### config.mk
export PLATFORM = sky130hd
export DESIGN_NAME = circle_octant_rasterizer
export DESIGN_NICKNAME = d
export VERILOG_FILES = /design/src/hw/rtl/cor_pkg.sv /design/src/hw/rtl/cor_front.sv /design/src/hw/rtl/cor_fifo.sv /design/src/hw/rtl/cor_back.sv /design/src/hw/rtl/circle_octant_rasterizer.sv
export SDC_FILE = /design/constraint.sdc
export NUM_CORES = 1
export LEC_CHECK = 0
export ABC_CLOCK_PERIOD_IN_PS = 6840
export BUFFER_PORTS_ARGS = -buffer_cell sky130_fd_sc_hd__buf_2
export CORE_UTILIZATION = 25
export DETAILED_ROUTE_END_ITERATION = 6
export PLACE_DENSITY = 0.43
export SLEW_MARGIN = 0
export SYNTH_ARGS = -nofsm -noshare
export SYNTH_HDL_FRONTEND = slang
export SYNTH_HIERARCHICAL = 1
export SYNTH_SLANG_ARGS = --single-unit
### constraint.sdc
create_clock -name clk_i -period 6.84 [get_ports clk_i]
set_input_delay 0.684 -clock clk_i [delete_from_list [all_inputs] [get_ports clk_i]]
set_output_delay 0.684 -clock clk_i [all_outputs]
set_load 0.05 [all_outputs]
### src/hw/rtl/cor_pkg.sv
// Shared types and constants of the circle octant rasterizer.
`default_nettype none

package cor_pkg;

  // Command carried in the input tuser bit.
  typedef enum logic {
    CMD_START = 1'b0,
    CMD_NEXT  = 1'b1
  } cmd_e;

  // Input field widths and their places in the input tdata word.
  localparam int unsigned CENTER_W   = 11;
  localparam int unsigned RADIUS_W   = 10;
  localparam int unsigned IN_CX_LSB  = 0;
  localparam int unsigned IN_CY_LSB  = IN_CX_LSB + CENTER_W;
  localparam int unsigned IN_RAD_LSB = IN_CY_LSB + CENTER_W;
  localparam int unsigned IN_DATA_W  = 32;

  // Output point coordinate width and places in the output tdata word.
  localparam int unsigned OUT_W      = 13;
  localparam int unsigned OUT_PX_LSB = 0;
  localparam int unsigned OUT_PY_LSB = OUT_PX_LSB + OUT_W;
  localparam int unsigned OUT_DATA_W = 32;
  localparam int unsigned OUT_PAD_W  = OUT_DATA_W - 2 * OUT_W;

  // Output tuser bit places.
  localparam int unsigned OUT_USER_FIN   = 0;
  localparam int unsigned OUT_USER_EMPTY = 1;
  localparam int unsigned OUT_USER_W     = 2;

  // Eight mirrored points per step, counted by a three bit index.
  localparam int unsigned NUM_POINTS  = 8;
  localparam int unsigned POINT_IDX_W = 3;

  // Step queue depth between the front and the back.
  localparam int unsigned QUEUE_DEPTH = 2;

  // Decision variable constants: d0 = 3 - 2r, then +4x+6 or +4(x-y)+10.
  localparam int unsigned DEC_INIT     = 3;
  localparam int unsigned DEC_INC_HOLD = 6;
  localparam int unsigned DEC_INC_STEP = 10;

  // Flags that travel with one step record.
  typedef struct packed {
    logic done;   // circle completes with this step
    logic empty;  // no point, reply to a next with no circle in progress
  } step_flags_t;

endpackage

`default_nettype wire

### src/hw/rtl/cor_front.sv
// Front part: takes commands, keeps the circle state and computes one step per transfer.
`default_nettype none

module cor_front #(
  parameter int unsigned COORD_WIDTH = 11
) (
  input  wire                                   clk_i,
  input  wire                                   rst_ni,
  input  wire                                   in_valid_i,
  output logic                                  in_ready_o,
  input  var   cor_pkg::cmd_e                   cmd_i,
  input  wire         [cor_pkg::CENTER_W-1:0]   center_x_i,
  input  wire         [cor_pkg::CENTER_W-1:0]   center_y_i,
  input  wire         [cor_pkg::RADIUS_W-1:0]   radius_i,
  input  wire                                   full_i,
  output logic                                  push_o,
  output logic        [COORD_WIDTH-1:0]         rec_cx_o,
  output logic        [COORD_WIDTH-1:0]         rec_cy_o,
  output logic        [COORD_WIDTH-1:0]         rec_x_o,
  output logic        [COORD_WIDTH-1:0]         rec_y_o,
  output cor_pkg::step_flags_t                  rec_flags_o
);

  localparam int unsigned CW = COORD_WIDTH;
  localparam int unsigned SW = CW + 2;  // room for x+1 and y-1 compare
  localparam int unsigned DW = CW + 3;  // decision variable width

  localparam logic [DW-1:0] DecInit = DW'(cor_pkg::DEC_INIT);
  localparam logic [DW-1:0] DecHold = DW'(cor_pkg::DEC_INC_HOLD);
  localparam logic [DW-1:0] DecStep = DW'(cor_pkg::DEC_INC_STEP);

  logic [CW-1:0] x_q, y_q, cx_q, cy_q;
  logic [DW-1:0] d_q;
  logic          active_q;

  logic          start;
  logic          empty;
  logic [CW-1:0] rad;
  logic [CW-1:0] x_cur, y_cur, cx_cur, cy_cur;
  logic [DW-1:0] d_cur, d_nxt;
  logic [SW-1:0] x_nxt, y_nxt;
  logic          done;

  assign in_ready_o = !full_i;
  assign push_o     = in_valid_i && !full_i;

  // Select the step operands: fresh circle on start, kept state otherwise.
  always_comb begin
    start = (cmd_i == cor_pkg::CMD_START);
    empty = !start && !active_q;
    rad   = CW'(radius_i);
    if (start) begin
      x_cur  = '0;
      y_cur  = rad;
      d_cur  = DecInit - (DW'(rad) << 1);
      cx_cur = CW'(center_x_i);
      cy_cur = CW'(center_y_i);
    end else begin
      x_cur  = x_q;
      y_cur  = y_q;
      d_cur  = d_q;
      cx_cur = cx_q;
      cy_cur = cy_q;
    end
  end

  // One midpoint step: update the decision variable and the octant position.
  always_comb begin
    x_nxt = SW'(x_cur) + SW'(1);
    if (d_cur[DW-1]) begin
      d_nxt = d_cur + (DW'(x_cur) << 2) + DecHold;
      y_nxt = SW'(y_cur);
    end else begin
      d_nxt = d_cur + ((DW'(x_cur) - DW'(y_cur)) << 2) + DecStep;
      y_nxt = SW'(y_cur) - SW'(1);
    end
    done = $signed(x_nxt) > $signed(y_nxt);
  end

  // The record carries the points of the current position, before the update.
  always_comb begin
    rec_cx_o          = cx_cur;
    rec_cy_o          = cy_cur;
    rec_x_o           = x_cur;
    rec_y_o           = y_cur;
    rec_flags_o.empty = empty;
    rec_flags_o.done  = empty || done;
  end

  // Circle state, updated on every transfer that carries a real step.
  always_ff @(posedge clk_i or negedge rst_ni) begin
    if (!rst_ni) begin
      x_q      <= '0;
      y_q      <= '0;
      d_q      <= '0;
      cx_q     <= '0;
      cy_q     <= '0;
      active_q <= 1'b0;
    end else if (push_o && !empty) begin
      x_q      <= x_nxt[CW-1:0];
      y_q      <= y_nxt[CW-1:0];
      d_q      <= d_nxt;
      cx_q     <= cx_cur;
      cy_q     <= cy_cur;
      active_q <= !done;
    end
  end

endmodule

`default_nettype wire

### src/hw/rtl/cor_fifo.sv
// Short step queue between the front and the back.
`default_nettype none

module cor_fifo #(
  parameter int unsigned DATA_W = 46,
  parameter int unsigned DEPTH  = 2
) (
  input  wire               clk_i,
  input  wire               rst_ni,
  input  wire               push_i,
  input  wire  [DATA_W-1:0] wdata_i,
  output logic              full_o,
  input  wire               pop_i,
  output logic [DATA_W-1:0] rdata_o,
  output logic              valid_o
);

  localparam int unsigned AW = (DEPTH > 1) ? $clog2(DEPTH) : 1;
  localparam int unsigned NW = $clog2(DEPTH + 1);

  logic [DATA_W-1:0] mem_q [DEPTH];
  logic [AW-1:0]     wr_ptr_q, rd_ptr_q;
  logic [NW-1:0]     count_q;

  assign full_o  = (count_q == NW'(DEPTH));
  assign valid_o = (count_q != '0);
  assign rdata_o = mem_q[rd_ptr_q];

  // Entry storage.
  always_ff @(posedge clk_i) begin
    if (push_i) begin
      mem_q[wr_ptr_q] <= wdata_i;
    end
  end

  // Pointers and fill count.
  always_ff @(posedge clk_i or negedge rst_ni) begin
    if (!rst_ni) begin
      wr_ptr_q <= '0;
      rd_ptr_q <= '0;
      count_q  <= '0;
    end else begin
      if (push_i) begin
        wr_ptr_q <= (wr_ptr_q == AW'(DEPTH - 1)) ? '0 : wr_ptr_q + AW'(1);
      end
      if (pop_i) begin
        rd_ptr_q <= (rd_ptr_q == AW'(DEPTH - 1)) ? '0 : rd_ptr_q + AW'(1);
      end
      if (push_i && !pop_i) begin
        count_q <= count_q + NW'(1);
      end else if (pop_i && !push_i) begin
        count_q <= count_q - NW'(1);
      end
    end
  end

endmodule

`default_nettype wire

### src/hw/rtl/cor_back.sv
// Back part: emits a record's eight mirrored points, one per cycle unless stalled.
`default_nettype none

module cor_back #(
  parameter int unsigned COORD_WIDTH = 11
) (
  input  wire                                  clk_i,
  input  wire                                  rst_ni,
  input  wire                                  head_valid_i,
  input  wire         [COORD_WIDTH-1:0]        head_cx_i,
  input  wire         [COORD_WIDTH-1:0]        head_cy_i,
  input  wire         [COORD_WIDTH-1:0]        head_x_i,
  input  wire         [COORD_WIDTH-1:0]        head_y_i,
  input  var   cor_pkg::step_flags_t           head_flags_i,
  output logic                                 pop_o,
  output logic                                 out_valid_o,
  input  wire                                  out_ready_i,
  output logic signed [cor_pkg::OUT_W-1:0]     px_o,
  output logic signed [cor_pkg::OUT_W-1:0]     py_o,
  output logic                                 last_o,
  output logic                                 finished_o,
  output logic                                 empty_res_o
);

  localparam int unsigned CW = COORD_WIDTH;
  localparam int unsigned PW = CW + 2;
  localparam int unsigned IW = cor_pkg::POINT_IDX_W;

  logic [IW-1:0]                   idx_q;
  logic                            valid_q;
  logic signed [cor_pkg::OUT_W-1:0] px_q, py_q;
  logic                            last_q, fin_q, empty_q;

  logic          load, take, last_pt;
  logic [CW-1:0] a_sel, b_sel;
  logic [PW-1:0] px_w, py_w;

  assign load    = !valid_q || out_ready_i;
  assign take    = load && head_valid_i;
  assign last_pt = head_flags_i.empty || (idx_q == IW'(cor_pkg::NUM_POINTS - 1));
  assign pop_o   = take && last_pt;

  // Point selection: bit 2 swaps x and y, bit 0 negates the x offset,
  // bit 1 negates the y offset.
  always_comb begin
    a_sel = idx_q[2] ? head_y_i : head_x_i;
    b_sel = idx_q[2] ? head_x_i : head_y_i;
    px_w  = idx_q[0] ? PW'(head_cx_i) - PW'(a_sel) : PW'(head_cx_i) + PW'(a_sel);
    py_w  = idx_q[1] ? PW'(head_cy_i) - PW'(b_sel) : PW'(head_cy_i) + PW'(b_sel);
  end

  // Output register payload.
  always_ff @(posedge clk_i) begin
    if (take) begin
      if (head_flags_i.empty) begin
        px_q <= '0;
        py_q <= '0;
      end else begin
        px_q <= cor_pkg::OUT_W'($signed(px_w));
        py_q <= cor_pkg::OUT_W'($signed(py_w));
      end
      last_q  <= last_pt;
      fin_q   <= head_flags_i.done;
      empty_q <= head_flags_i.empty;
    end
  end

  // Output valid and point index.
  always_ff @(posedge clk_i or negedge rst_ni) begin
    if (!rst_ni) begin
      valid_q <= 1'b0;
      idx_q   <= '0;
    end else begin
      if (load) begin
        valid_q <= head_valid_i;
      end
      if (take) begin
        idx_q <= last_pt ? '0 : idx_q + IW'(1);
      end
    end
  end

  assign out_valid_o = valid_q;
  assign px_o        = px_q;
  assign py_o        = py_q;
  assign last_o      = last_q;
  assign finished_o  = fin_q;
  assign empty_res_o = empty_q;

endmodule

`default_nettype wire

### src/hw/rtl/circle_octant_rasterizer.sv
// Top level of the circle octant rasterizer: front, step queue and point back end.
//
// Input stream: tuser bit 0 is the command (start a circle or take the next
// step); tdata carries center x, center y and radius, read on start only.
// Output stream: one point per transfer, eight per step in mirrored octant
// order, tlast on the eighth; tuser flags the step that completes the circle
// and the empty reply to a next command when no circle is in progress.
// A start transfer is accepted whenever the step queue has room; the front
// computes the step in the cycle of the transfer and writes the queue.
// The first point is registered in the step queue and then in the back end
// output register before it shows on the output. The back end sends one point
// per cycle while the receiver is ready; an empty reply is a single point.
// Up to two steps wait in the queue, so input transfers keep going while the
// receiver stalls until the queue is full; then tready drops.
// Reset clears the circle state, the queue and the output valid; a next
// command after reset gets the empty reply.
`default_nettype none

module circle_octant_rasterizer #(
  parameter int unsigned COORD_WIDTH = 11
) (
  input  wire                                 clk_i,
  input  wire                                 rst_ni,
  input  wire                                 s_axis_tvalid_i,
  output logic                                s_axis_tready_o,
  // center_x [10:0], center_y [21:11], radius [31:22]
  input  wire  [cor_pkg::IN_DATA_W-1:0]       s_axis_tdata_i,
  // cmd [0]
  input  wire  [0:0]                          s_axis_tuser_i,
  output logic                                m_axis_tvalid_o,
  input  wire                                 m_axis_tready_i,
  // px [12:0], py [25:13], zero [31:26]
  output logic [cor_pkg::OUT_DATA_W-1:0]      m_axis_tdata_o,
  // finished [0], empty_res [1]
  output logic [cor_pkg::OUT_USER_W-1:0]      m_axis_tuser_o,
  output logic                                m_axis_tlast_o
);

  localparam int unsigned CW  = COORD_WIDTH;
  localparam int unsigned FLW = $bits(cor_pkg::step_flags_t);
  localparam int unsigned RW  = 4 * CW + FLW;

  logic                   push, full, pop, head_valid;
  logic [CW-1:0]          rec_cx, rec_cy, rec_x, rec_y;
  cor_pkg::step_flags_t   rec_flags;
  logic [RW-1:0]          wdata, rdata;
  logic [CW-1:0]          head_cx, head_cy, head_x, head_y;
  cor_pkg::step_flags_t   head_flags;
  logic signed [cor_pkg::OUT_W-1:0] px, py;
  logic                   fin, empty_res;

  cor_front #(
    .COORD_WIDTH (COORD_WIDTH)
  ) u_front (
    .clk_i       (clk_i),
    .rst_ni      (rst_ni),
    .in_valid_i  (s_axis_tvalid_i),
    .in_ready_o  (s_axis_tready_o),
    .cmd_i       (cor_pkg::cmd_e'(s_axis_tuser_i[0])),
    .center_x_i  (s_axis_tdata_i[cor_pkg::IN_CX_LSB +: cor_pkg::CENTER_W]),
    .center_y_i  (s_axis_tdata_i[cor_pkg::IN_CY_LSB +: cor_pkg::CENTER_W]),
    .radius_i    (s_axis_tdata_i[cor_pkg::IN_RAD_LSB +: cor_pkg::RADIUS_W]),
    .full_i      (full),
    .push_o      (push),
    .rec_cx_o    (rec_cx),
    .rec_cy_o    (rec_cy),
    .rec_x_o     (rec_x),
    .rec_y_o     (rec_y),
    .rec_flags_o (rec_flags)
  );

  assign wdata = {rec_flags, rec_cx, rec_cy, rec_x, rec_y};

  cor_fifo #(
    .DATA_W (RW),
    .DEPTH  (cor_pkg::QUEUE_DEPTH)
  ) u_queue (
    .clk_i   (clk_i),
    .rst_ni  (rst_ni),
    .push_i  (push),
    .wdata_i (wdata),
    .full_o  (full),
    .pop_i   (pop),
    .rdata_o (rdata),
    .valid_o (head_valid)
  );

  assign {head_flags, head_cx, head_cy, head_x, head_y} = rdata;

  cor_back #(
    .COORD_WIDTH (COORD_WIDTH)
  ) u_back (
    .clk_i        (clk_i),
    .rst_ni       (rst_ni),
    .head_valid_i (head_valid),
    .head_cx_i    (head_cx),
    .head_cy_i    (head_cy),
    .head_x_i     (head_x),
    .head_y_i     (head_y),
    .head_flags_i (head_flags),
    .pop_o        (pop),
    .out_valid_o  (m_axis_tvalid_o),
    .out_ready_i  (m_axis_tready_i),
    .px_o         (px),
    .py_o         (py),
    .last_o       (m_axis_tlast_o),
    .finished_o   (fin),
    .empty_res_o  (empty_res)
  );

  // Output word packing.
  assign m_axis_tdata_o = {{cor_pkg::OUT_PAD_W{1'b0}}, py, px};
  always_comb begin
    m_axis_tuser_o                          = '0;
    m_axis_tuser_o[cor_pkg::OUT_USER_FIN]   = fin;
    m_axis_tuser_o[cor_pkg::OUT_USER_EMPTY] = empty_res;
  end

endmodule

`default_nettype wire

==> results.json <==
{
  "slowest_delay_ps": 470,
  "whs_ps": 111,
  "grt_max_degree": 55,
  "max_freq_mhz": 216,
  "r2r_start": "u_queue/rd_ptr_q",
  "slowest_stage": "mux2i_2",
  "synth-main-ff-cell": "edfxtp_1",
  "crit_type": "input port to flip-flop",
  "skew_ps": 11.1,
  "die-height_um": 228,
  "cts_buffers": 17,
  "die_area_mm2": 0.0520,
  "clock_path_buffers": 2,
  "layout_commonest_cell": "nand2_1",
  "setup-violations-final": 0,
  "status": "finished clean",
  "vdd_drop_max_v": 0.000213,
  "syn_area_mm2": 0.0128,
  "ys_ff_latch": 187,
  "reg2reg_depth": 10,
  "hold_class": "input port to asynchronous set/reset pin",
  "first_iter_violations": 535,
  "synth_edf_count": 121,
  "stdcell_count": 1977,
  "layout_min_cycle_time_ps": 4640,
  "cp.buffers_inverters": 2,
  "io-pin-count": 74,
  "met2WireLength_mm": 14.6,
  "rows": 82,
  "vias_per_cell": 4.50,
  "timing_max_transition_violations_final": 0,
  "cts-resized-gates": 0,
  "path_cells": "buf_4 -> mux2i_2 -> inv_1 -> ha_1 -> fa_1 -> a211oi_1 -> a21o_1 -> nand2_1 -> xnor2_1 -> ha_1 -> ha_1 -> or2_2 -> a211oi_1 -> nor2_1 -> a31oi_1 -> xnor2_1 -> xnor2_1 -> o21ai_0",
  "r2r-end": "u_back/py_o[9]",
  "cp_max_fo": 54,
  "grt_pass1_vias": 8863,
  "cts_sinks": 187,
  "num_antenna_cells": 0,
  "wl_per_cell_um": 16.1,
  "grt_overflow": 0,
  "grt_use_total": 0.125,
  "fin_nets": 1454,
  "clk_latency_ps": 450,
  "dr_wl_met3_um": 773,
  "syn_to_final_growth_pct": 12.1,
  "finalSetupTns_ps": 0,
  "critical-path-top-delay-family": "adder cells",
  "slew_headroom": 0.335,
  "antenna_found_initial": 0,
  "drive_above_1_share": 0.162,
  "leakagePower_uw": 0.00630,
  "first_pass_iters": 5,
  "drc": 0,
  "rsz0062_at_grt": "no",
  "syn_avg_cell_area_um2": 10.2,
  "synthArstFlopShare": 0.353,
  "crit_required_ps": 7160,
  "max_cap_viol_count": 0,
  "chipWidth_um": 228,
  "vias": 8903,
  "core_area_mm2": 0.0503,
  "port-buffer-count": 67,
  "final_cell_mix": "nand2_1 (164), edfxtp_1 (121), ha_1 (118), inv_1 (85), nor2_1 (78)",
  "clkSlewWorstSetupHoldPaths_ps": 80,
  "worst_pin_slew_ps": 998,
  "fin_crit_sh": 0.678,
  "cts_tree": "done",
  "critPathLaunchType": "input port",
  "synth-seq-area-share": 0.414,
  "met1_length_mm": 16.3,
  "place_congestion": 0.834,
  "critPathCaptureType": "flip-flop",
  "antenna_left": 0,
  "fill_cells": 5329,
  "syn_inst": 1248,
  "r2r_slack_ps": 2600,
  "hold_viol": 0,
  "cts_root_buffer": "clkbuf_16",
  "power_density_mw_per_mm2": 508,
  "cts_hold_buf": 0,
  "cts_setup_buffers": 0,
  "numPlacedInstances": 1945,
  "grt_pass1_wl_mm": 50.7,
  "wl_mm": 31.9,
  "crit_arrival_ps": 4950,
  "ys_warn_count": 6,
  "topRoutingLayerUsed": "met4",
  "start_util": 0.254,
  "synth_cell_types": 80,
  "dp_hpwl_mm": 24.0,
  "cts-htree-levels": 4
}
## area by class of cell
class	count	area, um^2	area share
clock buffers	18	429	0.0300
clock inverters	14	146	0.0102
inverters	93	363	0.0253
multi-input cells	917	6850	0.478
flip-flops and latches	187	5290	0.369
well taps	672	841	0.0587
repair buffers	76	408	0.0285
## per-layer routing
layer / up-vias / track usage
met3: 13 / 0.0211
li1: 4485 / -
met1: 4291 / 0.176
met4: 0 / 0.0239
met5: - / 0
met2: 114 / 0.201
## sequential cells by signal, summed over array words and instances (netlist names)
signal,cells
u_back/finished_o,1
u_queue/wr_ptr_q,1
u_back/empty_res_o,1
u_front/active_q,1
u_front/d_q,13
u_back/last_o,1
u_queue/mem_q,92
u_front/y_q,11
u_back/px_o,13
u_queue/count_q,2
u_front/cx_q,11
u_queue/rd_ptr_q,1
u_back/out_valid_o,1
u_front/x_q,11
u_back/py_o,13
u_back/idx_q,3
u_front/cy_q,11
## cells by family after synthesis
family | count (synthesis) | synth area share
simple gates | 364 | 0.131
fa+ha+maj | 125 | 0.127
other cells | 1 | 0.000294
mux | 108 | 0.102
buf+inv | 149 | 0.0524
compound gates | 245 | 0.127
flops | 187 | 0.414
xor+xnor | 69 | 0.0473
## synth_stat cells, drive strengths merged, types with 4 or more instances
master   instances  area share
mux2i           29       0.023
dfrtp           66        0.13
a21o            18       0.011
or3              6      0.0033
and3             9      0.0044
edfxtp         121        0.28
a21oi           67       0.027
o31ai            6      0.0035
and2            16      0.0078
nor4             6      0.0041
a31oi            8      0.0039
a2bb2oi          4      0.0027
inv             92       0.027
nand3           14      0.0055
o211a            4      0.0031
or2              8      0.0041
ha             118        0.12
o21a             9      0.0053
nor2b           19      0.0093
buf             34       0.018
a22o             4      0.0027
o21ai           60       0.024
nand2          164       0.048
nor2            79       0.023
nor3            21      0.0090
o22ai            4      0.0020
nor3b            4      0.0024
mux2            79       0.078
nand2b           8      0.0039
xnor2           47       0.032
clkbuf          22      0.0065
a211oi          16      0.0094
fa               7       0.011
o211ai           6      0.0046
xor2            22       0.015
o21bai          10      0.0062
## worst max-delay path by stage
stage | from | endpoint | slack, ps | cells past startpoint
after detailed placement | s_axis_tuser_i | u_front/d_q[13] | 1750 | 18
after floorplan | s_axis_tuser_i | u_front/d_q[12] | 2340 | 21
after CTS | s_axis_tuser_i | u_front/d_q[13] | 2240 | 18
after global routing | s_axis_tuser_i | u_front/d_q[13] | 1980 | 19
after global placement | s_axis_tuser_i | u_front/d_q[13] | 1810 | 18
final | s_axis_tuser_i | u_front/d_q[13] | 2200 | 18
## worst reg2reg max path: stages, from the launching register on
cell	delay, ps
dfrtp_2	1030
buf_4	460
mux2_2	400
mux2i_1	400
inv_1	90
ha_1	230
nor4_1	280
a2bb2oi_1	140
a221oi_1	450
mux2_1	380
a211oi_1	210
## report_power, final
part / internal, uW / switching, uW
clock network: 488 / 495
logic: 1730 / 2610
registers: 1730 / 224
total: 3950 / 3330
## stage by stage
step	cell area, um^2	util	setup slack (ps)	total power (uW)
2_1_floorplan	12800	-	2340	5360
3_3_place_gp	13800	0.274	1810	6330
3_5_place_dp	13800	0.274	1750	6350
4_1_cts	14300	0.285	2240	7370
5_1_grt	14300	0.285	1980	7930
6_report	14300	0.285	2200	7280
No activity file was read; power rests on OpenSTA's default activity.
